<file path="src/mdt_pkg.sv">
package mdt_pkg;

  localparam int unsigned CountW = 16;
  localparam int unsigned SlotW  = 3;
  localparam int unsigned OpW    = 3;

  localparam logic [CountW-1:0] TickMax = 16'hFFFF;

  localparam logic [OpW-1:0] OpTick    = 3'd0;
  localparam logic [OpW-1:0] OpStart   = 3'd1;
  localparam logic [OpW-1:0] OpStop    = 3'd2;
  localparam logic [OpW-1:0] OpExpired = 3'd3;
  localparam logic [OpW-1:0] OpRunning = 3'd4;

  typedef struct packed {
    logic [OpW-1:0]    operation;
    logic [SlotW-1:0]  slot;
    logic [CountW-1:0] delay_ticks;
  } mdt_in_t;

  typedef struct packed {
    logic expired;
    logic running;
  } mdt_out_t;

  typedef struct packed {
    logic     has_result;
    mdt_out_t result;
  } mdt_core_rsp_t;

endpackage

</file>
<file path="src/mdt_timer_core.sv">
module mdt_timer_core #(
  parameter int unsigned NUM_SLOTS = 8
) (
  input  logic                  clk_i,
  input  logic                  rst_ni,
  input  logic                  en_i,
  input  mdt_pkg::mdt_in_t      item_i,
  output mdt_pkg::mdt_core_rsp_t rsp_o
);
  import mdt_pkg::*;

  localparam int unsigned Reach = 1 << SlotW;
  localparam int unsigned Depth = (NUM_SLOTS < Reach) ? NUM_SLOTS : Reach;
  localparam int unsigned IdxW  = (Depth > 1) ? $clog2(Depth) : 1;
  localparam logic [SlotW:0] DepthLim = (SlotW + 1)'(Depth);

  logic [CountW-1:0] count_q, count_d;
  logic [CountW-1:0] slots_q [Depth];

  logic              slot_ok;
  logic [IdxW-1:0]   idx;
  logic [CountW-1:0] stamp;
  logic [CountW-1:0] elapsed;
  logic              wrapped;
  logic              is_expired;
  logic              wr_en;
  logic [CountW-1:0] wr_data;

  assign slot_ok = {1'b0, item_i.slot} < DepthLim;
  assign idx     = item_i.slot[IdxW-1:0];
  assign stamp   = slot_ok ? slots_q[idx] : '0;
  assign wrapped = stamp > count_q;
  assign elapsed = count_q - stamp - {{(CountW-1){1'b0}}, wrapped};
  assign is_expired = slot_ok && (elapsed > item_i.delay_ticks);

  always_comb begin
    count_d         = count_q;
    wr_en           = 1'b0;
    wr_data         = '0;
    rsp_o           = '0;
    case (item_i.operation)
      OpTick: begin
        count_d = (count_q == TickMax) ? {{(CountW-1){1'b0}}, 1'b1} : count_q + 1'b1;
      end
      OpStart: begin
        wr_en   = slot_ok;
        wr_data = count_q;
      end
      OpStop: begin
        wr_en = slot_ok;
      end
      OpExpired: begin
        rsp_o.has_result     = 1'b1;
        rsp_o.result.expired = is_expired;
        wr_en                = is_expired;
      end
      OpRunning: begin
        rsp_o.has_result     = 1'b1;
        rsp_o.result.running = slot_ok && (stamp != '0);
      end
      default: begin
      end
    endcase
  end

  always_ff @(posedge clk_i or negedge rst_ni) begin
    if (!rst_ni) begin
      count_q <= '0;
      for (int i = 0; i < Depth; i++) begin
        slots_q[i] <= '0;
      end
    end else if (en_i) begin
      count_q <= count_d;
      if (wr_en) begin
        slots_q[idx] <= wr_data;
      end
    end
  end

endmodule

</file>
<file path="src/multi_slot_delay_timer.sv">
// Channel  Direction  Handshake                 Payload
// in       input      in_valid_i / in_stall_o   in_data_i   (operation, slot, delay_ticks)
// out      output     out_valid_o / out_stall_i out_data_o  (expired, running)
//
// One item per cycle when not stalled: an accepted beat is registered, then executed
// against the counter and slot registers; a query result lands in the output register
// at the end of the cycle in which it executes. Tick, start, stop and unused codes produce no beat.
// Reset clears the counter, all slots and both stages at once.
// A query waits in the input stage only while a result is held under out_stall_i.
module multi_slot_delay_timer #(
  parameter int unsigned NUM_SLOTS = 8
) (
  input  logic              clk_i,
  input  logic              rst_ni,
  input  logic              in_valid_i,
  output logic              in_stall_o,
  input  mdt_pkg::mdt_in_t  in_data_i,
  output logic              out_valid_o,
  input  logic              out_stall_i,
  output mdt_pkg::mdt_out_t out_data_o
);
  import mdt_pkg::*;

  logic          s1_valid_q;
  mdt_in_t       s1_q;
  logic          out_valid_q;
  mdt_out_t      out_q;
  mdt_core_rsp_t rsp;
  logic          out_free;
  logic          s1_go;
  logic          accept;

  mdt_timer_core #(
    .NUM_SLOTS(NUM_SLOTS)
  ) u_core (
    .clk_i (clk_i),
    .rst_ni(rst_ni),
    .en_i  (s1_go),
    .item_i(s1_q),
    .rsp_o (rsp)
  );

  assign out_free   = !out_valid_q || !out_stall_i;
  assign s1_go      = s1_valid_q && (!rsp.has_result || out_free);
  assign in_stall_o = s1_valid_q && !s1_go;
  assign accept     = in_valid_i && !in_stall_o;

  always_ff @(posedge clk_i or negedge rst_ni) begin
    if (!rst_ni) begin
      s1_valid_q <= 1'b0;
    end else if (accept) begin
      s1_valid_q <= 1'b1;
    end else if (s1_go) begin
      s1_valid_q <= 1'b0;
    end
  end

  always_ff @(posedge clk_i) begin
    if (accept) begin
      s1_q <= in_data_i;
    end
  end

  always_ff @(posedge clk_i or negedge rst_ni) begin
    if (!rst_ni) begin
      out_valid_q <= 1'b0;
    end else if (s1_go && rsp.has_result) begin
      out_valid_q <= 1'b1;
    end else if (!out_stall_i) begin
      out_valid_q <= 1'b0;
    end
  end

  always_ff @(posedge clk_i) begin
    if (s1_go && rsp.has_result) begin
      out_q <= rsp.result;
    end
  end

  assign out_valid_o = out_valid_q;
  assign out_data_o  = out_q;

endmodule
</file>
<file path="config.mk">
export PLATFORM = sky130hd
export DESIGN_NAME = multi_slot_delay_timer
export DESIGN_NICKNAME = d
export VERILOG_FILES = /design/src/mdt_pkg.sv /design/src/mdt_timer_core.sv /design/src/multi_slot_delay_timer.sv
export SDC_FILE = /design/constraint.sdc
export NUM_CORES = 1
export LEC_CHECK = 0
export BUFFER_PORTS_ARGS = -buffer_cell sky130_fd_sc_hd__buf_2
export CORE_MARGIN = 2
export CORE_UTILIZATION = 50
export CTS_CLUSTER_DIAMETER = 100
export DETAILED_ROUTE_END_ITERATION = 10
export GPL_TIMING_DRIVEN = 0
export PLACE_DENSITY = 0.66
export SLEW_MARGIN = 20
export SYNTH_ARGS = -nofsm -noshare
export SYNTH_HDL_FRONTEND = slang
export SYNTH_SLANG_ARGS = --single-unit
export TNS_END_PERCENT = 100
</file>
<file path="constraint.sdc">
create_clock -name clk_i -period 12.49 [get_ports clk_i]
set_input_delay 0 -clock clk_i [delete_from_list [all_inputs] [get_ports clk_i]]
set_output_delay 0 -clock clk_i [all_outputs]
set_load 0.02 [all_outputs]
</file>
======== After elaboration in Yosys (flattened, before gate mapping) ========
Cells that the tools add are included.
Widths: inputs -> output; s select.
operators by class
  add/subtract/negate cells ............... 3
  multipliers ............................. 0
  div/mod/pow operators ................... 0
  $lt $le $gt $ge ......................... 4
  equality and inequality tests ........... 6
  shift-type cells ........................ 0
  mux-type cells .......................... 14
  bitwise gates (word level) .............. 1
  reduce and logical (&&, ||, !) cells .... 19
operator list
  operator               number
  $bwmux 128             1
  $mux 16                5
  $bmux 16 s3            1
  $demux 16 s3           1
  $gt 16x16->1           2
  $add 16x1->16 const B  1
  $eq 16x16->1 const B   1
  $reduce_bool 16->1     1
  $sub 16x1->16          1
  $sub 16x16->16         1
  $eq 3x2->1 const B     2
  $logic_and 1x1->1      5
  $logic_not 1->1        5
  $mux 1                 5
  $ge 4x4->1 const B     1
  $lt 4x1->1 const B     1
  $not 3->4              1
  $reduce_and 2->1       2
  $reduce_or 2->1        2
  $eq 3x1->1 const B     1
  $eq 3x3->1 const B     1
  $logic_not 3->1        1
  $logic_or 1x1->1       2
  $ne 2x1->1 const B     1
  other kinds (2)        2
storage, ports and cells
  flip-flop bits (word level) ............. 170
  bits in latches ......................... 0
  memory bits (writable) .................. 0
  ROM bits ................................ 0
  input port bits ......................... 26
  logic and storage cells ................. 63
  memories kept ........................... 0

======== Depth between registers and ports, before layout ========
Gate-level depths: netlist of the first run.
  depth in word-level cells ............... 11
  mapped depth ............................ 35
  gate-level depth less buffers ........... 29

======== Cells and area by module ========
From an unflattened synthesis of the first run, not the netlist that was laid out.
second synthesis, totals
  cells, all modules ...................... 830
  area total of the unflattened synthesis .. 9,703.1 um2
modules (own cells, without submodules)
  module                  instances  cells each  area an instance (um2)  seq. area each (um2)
  mdt_timer_core          1          794         8,877.3                 3,603.5
  multi_slot_delay_timer  1          36          825.8                   770.7

======== Least setup slack after synthesis of the first run ========
Ideal clock, no wire load.
  path kind ............................... flip-flop to flip-flop
  from .................................... register s1_q[17] in the netlist's numbering
  to ...................................... register u_core.slots_q[70] in the netlist's numbering
  library setup time ...................... 0.128 ns
  data arrival time ....................... 7.307 ns
  required time ........................... 12.362 ns
  slack ................................... 5.055 ns
  stages on the path, launching flop included .. 32
  buffers on the path ..................... 6
  clock period less this slack ............ 7.435 ns
  cells stage by stage .................... edfxtp_1 > buf_6 > buf_6 > clkbuf_1 > buf_2 > mux4_2 > nand2_1 > o21ai_0 > ha_1 > nand4_1 > or3_1 > or4_1 > o21ai_0 > fa_1 > ha_1 > nor2_1 > fa_1 > nand2_1 > a221o_1 > a211oi_1 > o21a_1 > nor4b_1 > or3_1 > ha_1 > nand4_1 > nor4_2 > a21oi_1 > o221a_1 > buf_4 > nand4_2 > buf_4 > mux2_1
between the ends
  longest elaborated chain between the ends .. 9
  elaborated cells between the ends (all ways) .. 16
  classes of those cells .................. 2 x add/sub; 4 x order compare; 7 x mux; 1 x bitwise; 2 x reduce/logical
RTL lines
  element                                                line                                        text
  from (decl)                                            multi_slot_delay_timer.sv:25                mdt_in_t s1_q;
  from (signal assigned)                                 multi_slot_delay_timer.sv:60                s1_q <= in_data_i;
  $not 3->4 (not written as such) (*)                    mdt_timer_core.sv:31, mdt_timer_core.sv:75
  $bmux 16 s3                                            mdt_timer_core.sv:31                        assign stamp = slot_ok ? slots_q[idx] : '0;
  $mux 16 (not written as such) (2 in a row)             mdt_timer_core.sv:31
  $sub 16x16->16 / $gt 16x16->1 (equally long branches)  mdt_timer_core.sv:33, mdt_timer_core.sv:32
  $sub 16x1->16                                          mdt_timer_core.sv:33                        assign elapsed = count_q - stamp - {{(CountW-1){1'b0}}, wrapped};
  $gt 16x16->1                                           mdt_timer_core.sv:34                        assign is_expired = slot_ok && (elapsed > item_i.delay_ticks);
  $pmux 1 s2                                             mdt_timer_core.sv:41                        case (item_i.operation)
  $reduce_and 2->1 (no line)                             n/a
  to (signal, indexed assignment)                        mdt_timer_core.sv:75                        slots_q[idx] <= wr_data;
  to (decl)                                              mdt_timer_core.sv:18                        logic [CountW-1:0] slots_q [Depth];
Every way passes the cells marked *; elsewhere a longest branch is shown, timed or not. The select of a mux whose other input is x is not followed.
A chain may end at the register's enable or synchronous reset.

======== Worst setup path in the final report of the first run ========
Same ends and word-level chain as after synthesis.

==> summary.txt, run 1 <==
Synth
  • Area contributors post-synth: dfrtp_1, mux2_1, ha_1, edfxtp_1, mux2_2
  • Mux share of post-synthesis cell area: 20.7%
  • Avg Cell Area, Syn: 12.0 um2
  • Commonest cells in the netlist: dfrtp_1, mux2_1, inv_1, ha_1, mux2_2
  • Syn Std Cell Area: 0.00979 mm2
  • Syn Nets: 913
  • Share of synthesized registers carrying an async set or reset: 85.9%
  • Cell count after synthesis: 818
  • Synth Area in Adders: 9.51%
  • Seq/Total Area, Yosys: 44.7%
  • Post-synthesis simple-gate area fraction: 9.46%
  • Post-Synth XOR/XNOR Area: 2.42%
  • Post-synthesis register bit count: 170
  • Most common flop cell mapped by yosys: dfrtp_1
  • Yosys warnings: 0
  • Area fraction in compound gates after synthesis: 7.59%
  • Area leader, netlist: dfrtp_1
  • Post-synth cell types: 68
  • Top-count cell post-synth: dfrtp_1
  • Largest family of logic cells by synthesized area: multiplexers
  • Post-synth EDFFs: 24
  • Area share of the largest cell type after synthesis: 37.3%

Setup path
  • Setup crit end kind: flop
  • Worst reg-to-reg setup slack: 3.57 ns
  • Worst path max stage delay: 0.53 ns
  • RR Endpoint: u_core.slots_q[70]
  • Critical setup path kind: reg -> reg
  • Slowest stage cell, crit path: mux4_2
  • Worst Path Arrival: 9.24 ns
  • RR Startpoint: s1_q[17]
  • Critical Path RT: 12.81 ns
  • R2R cell count: 31
  • CP dominant cell by count: ha_1
  • CP startpoint kind: flop
  • Max FO, Critical Path: 10

CTS
  • Clock tree from TritonCTS: built
  • Clk buf depth: 2
  • CTS sink cnt: 170
  • CTS buffer count: 17
  • H-tree levels: 4
  • Post-CTS Setup Repair Bufs: 0
  • Clock slew at reported path FFs: 0.07 ns
  • Post-CTS sizing: 0
  • Worst skew pair latency: 0.44 ns
  • CTS Root Cell: clkbuf_16

Placed design
  • DP HPWL: 15,900 um
  • Dpl cells: 1,114
  • Dpl cell area: 0.0103 mm2
  • Port Buf Inserts: 29
  • Routability cong.: 0.851

Global route
  • Initial antenna violation count: 0
  • Largest net degree at the start of global routing: 86
  • Vias in the first global route: 6,473
  • First-pass GRT wire length: 35,800 um
  • GR Overflow Total: 0
  • Total GRT Usage: 23.1%

Detailed routing
  • DRC viols: 0
  • DR vias: 6,342
  • Routed len/inst: 19.2 um
  • Total wire length: 22,500 um
  • Vias/cell: 5.42
  • Post-route ant nets: 0
  • Initial drt markers: 425
  • Drt first pass iters: 4

Die
  • Die Height: 144 um
  • Initial core utilization: 50.6%
  • FP Rows: 51
  • Core area: 0.0193 mm2
  • Die area: 0.0207 mm2
  • I/O pin count: 30
  • Die Width: 144 um

Timing
  • Setup TNS Final: 0 ns
  • Final setup fails: 0
  • Final Critical Period: 8.92 ns
  • Clock skew: 0.0182 ns
  • Final Cycle Share: 71.4%
  • Relative slew slack: 41.8%
  • RSZ-0062 raised after global routing: no
  • Max frequency: 0.112 GHz
  • Worst Max-Slew Pin Slew: 0.864 ns
  • Final Hold Viols: 0
  • Max Slew Vio Count: 0

Finish
  • Area of the multi-input gates: 0.00487 mm2
  • Fillcell total: 1,627
  • Final cell count without fillers: 1,171
  • # diodes: 0
  • Share of layout cells above drive strength 1: 19.4%
  • Core Util, Final: 57.8%
  • Area Growth Syn to Fin: 14.1%
  • Nets: 988
  • Total area of sequential cells: 0.00437 mm2
  • Fin area: 0.0112 mm2

Outcome
  • Status: complete, no violations

Pwr
  • Total power: 1.39 mW
  • Max VDD drop: 0.0000934 V
  • Leakage: 5.44 nW
  • PD cells: 124 mW/mm2

Worst hold path
  • Worst Hold Class: in -> async

Run
  • Number of max-cap violations: 0
-- registers in the layout (all words and copies together) (netlist names) --
| name | cells |
|---|---|
| out_valid_o | 1 |
| u_core.slots_q | 128 |
| u_core.count_q | 16 |
| s1_valid_q | 1 |
| out_data_o | 2 |
| s1_q | 22 |
-- layout by cell type (no fill, tap or decap), types with 25 or more instances in the layout --
master	n
ha_1	60
mux2_2	53
mux2_1	87
inv_1	73
buf_2	36
nand2_1	32
dlygate4sd3_1	25
dfrtp_1	146
nor2_1	31
a21oi_1	25
-- power by group --
part	switching (mW)	total (mW)	leakage, nW	internal, mW
registers	0.0158	0.592	2.26	0.576
clock network	0.250	0.526	0.288	0.276
logic	0.154	0.269	2.89	0.115
total	0.420	1.39	5.44	0.966
-- kinds of logic (layout without fill, tap and decap cells) --
family | after synthesis | count (layout)
compound gates | 108 | 108
mux | 167 | 167
flops | 170 | 170
buf+inv | 123 | 211
simple gates | 154 | 154
fa+ha+maj | 69 | 69
xor+xnor | 27 | 27
-- layer usage --
| metal | vias up | routed length, um | part of all wire, % | global-route usage (%) |
|---|---|---|---|---|
| li1 | 3048 | - | - | - |
| met1 | 3151 | 10600 | 47 | 31.6 |
| met2 | 105 | 10600 | 47 | 37.0 |
| met3 | 38 | 635 | 2.8 | 4.43 |
| met4 | 0 | 673 | 3.0 | 7.95 |
| met5 | - | 0 | 0 | 0 |
-- worst max-delay path by stage --
stage                     cells past startpoint                 end  slack, ns     start
after floorplan                              31  u_core.slots_q[70]       5.06  s1_q[17]
after global placement                       31  u_core.slots_q[76]       3.67  s1_q[17]
after detailed placement                     31  u_core.slots_q[76]       3.64  s1_q[17]
after CTS                                    31  u_core.slots_q[76]       3.58  s1_q[17]
after global routing                         31  u_core.slots_q[70]       2.92  s1_q[17]
final                                        31  u_core.slots_q[70]       3.57  s1_q[17]
-- stage by stage --
stage / setup slack (ns) / hold slack, ns
floorplan: 5.06 / -0.296
global placement: 3.67 / 0.176
detailed placement: 3.64 / 0.0424
CTS: 3.58 / 0.179
global route: 2.92 / 0.195
finish: 3.57 / 0.125
-- critical path, delay by kind of cell, from the launching register on --
kind / cells / cell delay (ns)
AO/OA/AOI/OAI: 7 / 1.74
buffers and inverters: 6 / 1.63
AND/OR/NAND/NOR: 11 / 2.59
flip-flops: 1 / 0.34
multiplexers: 2 / 0.88
adder cells (fa/ha/maj): 5 / 1.56
-- layout make-up --
class,instances,area share [%]
Timing Repair Buffer,56,4.12
Buffer,45,2.34
Clock buffer,18,4.03
Tap cell,265,2.97
Sequential cell,170,39.2
Inverter,78,2.62
Clock inverter,14,1.19
Multi-Input combinational cell,525,43.6
-- timing repair --
item | CTS | global route
hold endpoints to repair | 110 | 0
endpoints found under the setup margin | 0 | 0
hold buffers | 25 | 0
Note: power is estimated with default switching activity, not from simulation.
==> inputs of run 2 (changes only) <==
- ABC_AREA: unset -> 1
- PLACE_DENSITY: 0.66 -> 0.69
- clock period: 12.49 -> 7.73 ns (I/O delays scaled with it)
==> summary.txt, run 2 <==
Die
  • I/O pin count: 30 (unchanged)
  • Die Width: 151 um (+4.7%)
  • Core area: 0.0211 mm2 (+9.1%)
  • Die Height: 151 um (+4.7%)
  • Initial core utilization: 51.0% (+0.42 points)
  • Die area: 0.0227 mm2 (+9.7%)
  • FP Rows: 53 (+3.9%)

Global route
  • Total GRT Usage: 28.3% (+5.2 points)
  • First-pass GRT wire length: 49,300 um (+38%)
  • Vias in the first global route: 9,403 (+45%)
  • GR Overflow Total: 0 (unchanged)
  • Initial antenna violation count: 0 (unchanged)
  • Largest net degree at the start of global routing: 95 (+10%)

Detailed routing
  • DR top layer: met4
  • Initial drt markers: 771 (+81%)
  • DR vias: 9,704 (+53%)
  • Drt first pass iters: 6 (+2)
  • Post-route ant nets: 0 (unchanged)
  • Met1 wire length: 13,300 um (+25%)
  • DRC viols: 0 (unchanged)
  • Met3 WL: 1540 um (+140%)
  • Vias/cell: 5.40 (-0.35%)
  • WL met2: 15,100 um (+42%)
  • Routed len/inst: 17.1 um (-11%)
  • Total wire length: 30,800 um (+37%)

Synth
  • Most common flop cell mapped by yosys: dfrtp_1
  • Post-synthesis register bit count: 170 (unchanged)
  • Area leader, netlist: dfrtp_1
  • Syn Nets: 1,530 (+68%)
  • Area share of the largest cell type after synthesis: 33.9% (-3.4 points)
  • Commonest cells in the netlist: nand2_1, dfrtp_1, nand4_1, inv_1, ha_1
  • Avg Cell Area, Syn: 7.50 um2 (-37%)
  • Cell count after synthesis: 1,435 (+75%)
  • Syn Std Cell Area: 0.0108 mm2 (+10%)
  • Share of synthesized registers carrying an async set or reset: 85.9% (unchanged)
  • Post-synth EDFFs: 24 (unchanged)
  • Seq/Total Area, Yosys: 40.6% (-4.1 points)
  • Top-count cell post-synth: nand2_1
  • Yosys warnings: 0 (unchanged)
  • Post-synth cell types: 37 (-46%)
  • Area contributors post-synth: dfrtp_1, nand2_1, nand4_1, ha_1, edfxtp_1

Setup path
  • Critical Path RT: 8.11 ns (-4.70 ns)
  • Crit-path leading delay family: simple AND/OR/NAND/NOR gates
  • R2R cell count: 43 (+39%)
  • Setup crit end kind: flop
  • Slowest stage cell, crit path: clkbuf_1
  • Worst path max stage delay: 0.63 ns (+0.10 ns)
  • Worst Path Arrival: 7.07 ns (-2.17 ns)
  • Number of cells on the critical path: 43 (+39%)
  • CP dominant cell by count: nand2_1
  • CP startpoint kind: flop
  • Max FO, Critical Path: 10 (unchanged)
  • Critical setup path kind: reg -> reg
  • WP buf/inv: 9 (+3)

Timing
  • Clock skew: 0.0117 ns (-0.00643 ns)
  • Final setup fails: 0 (unchanged)
  • Final Cycle Share: 86.5% (+15 points)
  • Max frequency: 0.150 GHz (+33%)
  • Final Hold Viols: 0 (unchanged)
  • Final Critical Period: 6.68 ns (-2.24 ns)
  • RSZ-0062 raised after global routing: no
  • Relative slew slack: 39.3% (-2.6 points)
  • Max Slew Vio Count: 0 (unchanged)
  • Setup TNS Final: 0 ns (unchanged)
  • Worst Max-Slew Pin Slew: 0.910 ns (+0.0464 ns)

Finish
  • Core Util, Final: 57.6% (-0.19 points)
  • Most common cell after layout, fill and taps aside: nand2_1
  • Nets: 1,605 (+62%)
  • Largest register by flop count: u_core.slots_q
  • Regs by FF count: u_core.slots_q x128, s1_q x22, u_core.count_q x16
  • Area Growth Syn to Fin: 12.8%
  • Largest register FFs: 128 (unchanged)
  • Share of layout cells above drive strength 1: 9.26% (-10 points)
  • # diodes: 0 (unchanged)
  • Fillcell total: 1,964 (+21%)
  • Most frequent cells in the layout: nand2_1, dfrtp_1, nand4_1

Pwr
  • Max VDD drop: 0.000151 V (+62%)
  • Leakage: 6.57 nW (+21%)
  • PD cells: 225 mW/mm2 (+81%)

CTS
  • Worst skew pair latency: 0.44 ns (about the same)
  • CTS buffer count: 17 (unchanged)
  • Clock slew at reported path FFs: 0.07 ns (about the same)
  • Clock tree from TritonCTS: built
  • CTS Root Cell: clkbuf_16
  • CTS sink cnt: 170 (unchanged)
  • Post-CTS Setup Repair Bufs: 0 (unchanged)
  • H-tree levels: 4 (unchanged)
  • Clk buf depth: 2 (unchanged)

Placed design
  • Routability cong.: 0.911 (+7.1%)
  • Port Buf Inserts: 29 (unchanged)
  • DP HPWL: 22,500 um (+41%)

Worst hold path
  • Worst Hold Class: in -> async

Run
  • Number of max-cap violations: 0 (unchanged)

Outcome
  • Status: complete, no violations
-- run 2: cell count changes after synthesis, moves of 20 or more --
cell,before,now
buf_2,8,33
nand2_1,32,671
mux2_1,87,0
and2_1,20,0
mux2_2,53,0
nand4_1,4,142
xnor2_1,24,2
inv_1,73,112
nor2_1,31,53
-- run 2: cell families (layout without fill, tap and decap cells) --
kind of cell,Yosys count,count (layout),share of synthesized area [%]
XOR/XNOR,20,20,1.63
buffers and inverters,189,277,8.30
adder cells (fa/ha/maj),69,69,8.65
flip-flops,170,170,40.6
AND/OR/NAND/NOR,925,925,37.6
AO/OA/AOI/OAI,62,62,3.20
-- run 2: per-layer routing --
metal / GRT usage (%) / vias up
met1: 35.4 / 4543
met5: 0 / -
met3: 4.48 / 74
met2: 49.7 / 300
li1: - / 4787
met4: 9.77 / 0
-- run 2: final timing paths --
kind	from	end	slack [ns]
worst max register to register	s1_q[16]	u_core.slots_q[23]	1.05
worst max-delay path	s1_q[16]	u_core.slots_q[23]	1.05
worst min register to register	u_core.slots_q[113]	u_core.slots_q[113]	0.47
min in group clk_i	in_data_i[5]	s1_q[5]	0.26
worst min-delay path	rst_ni	u_core.count_q[12]	0.05
max in group asynchronous	rst_ni	u_core.slots_q[51]	6.85
-- run 2: final cells by class --
type / count / area [um2] / share of cell area (%)
multi-input cells: 1076 / 5500 / 45.3
flip-flops and latches: 170 / 4370 / 36.0
clock buffers: 20 / 468 / 3.85
plain buffers: 73 / 458 / 3.77
repair buffers: 56 / 443 / 3.65
inverters: 116 / 435 / 3.59
well taps: 275 / 344 / 2.83
clock inverters: 12 / 125 / 1.03
-- run 2: per-stage QoR --
step                hold slack, ns  cell area, um2  cells  worst slack, ns  power, mW
floorplan                   -0.296           10800   1435             2.46       1.62
global placement             0.176           11300   1739             1.24       1.82
detailed placement         -0.0525           11300   1740             1.18       1.85
CTS                         0.0829           12100   1798             1.11       2.74
global route                0.0999           12100   1798            0.568       2.89
finish                      0.0537           12100   1798             1.05       2.73
-- run 2: what timing repair did --
item | 4_1_cts | 5_1_grt
gates resized for setup | 0 | 0
hold endpoints to repair | 170 | 0
setup endpoints to repair | 0 | 0
hold buffers | 26 | 0
-- run 2: power by group --
part / switching (mW) / internal, mW
clock: 0.400 / 0.482
combinational: 0.524 / 0.280
sequential: 0.0641 / 0.983
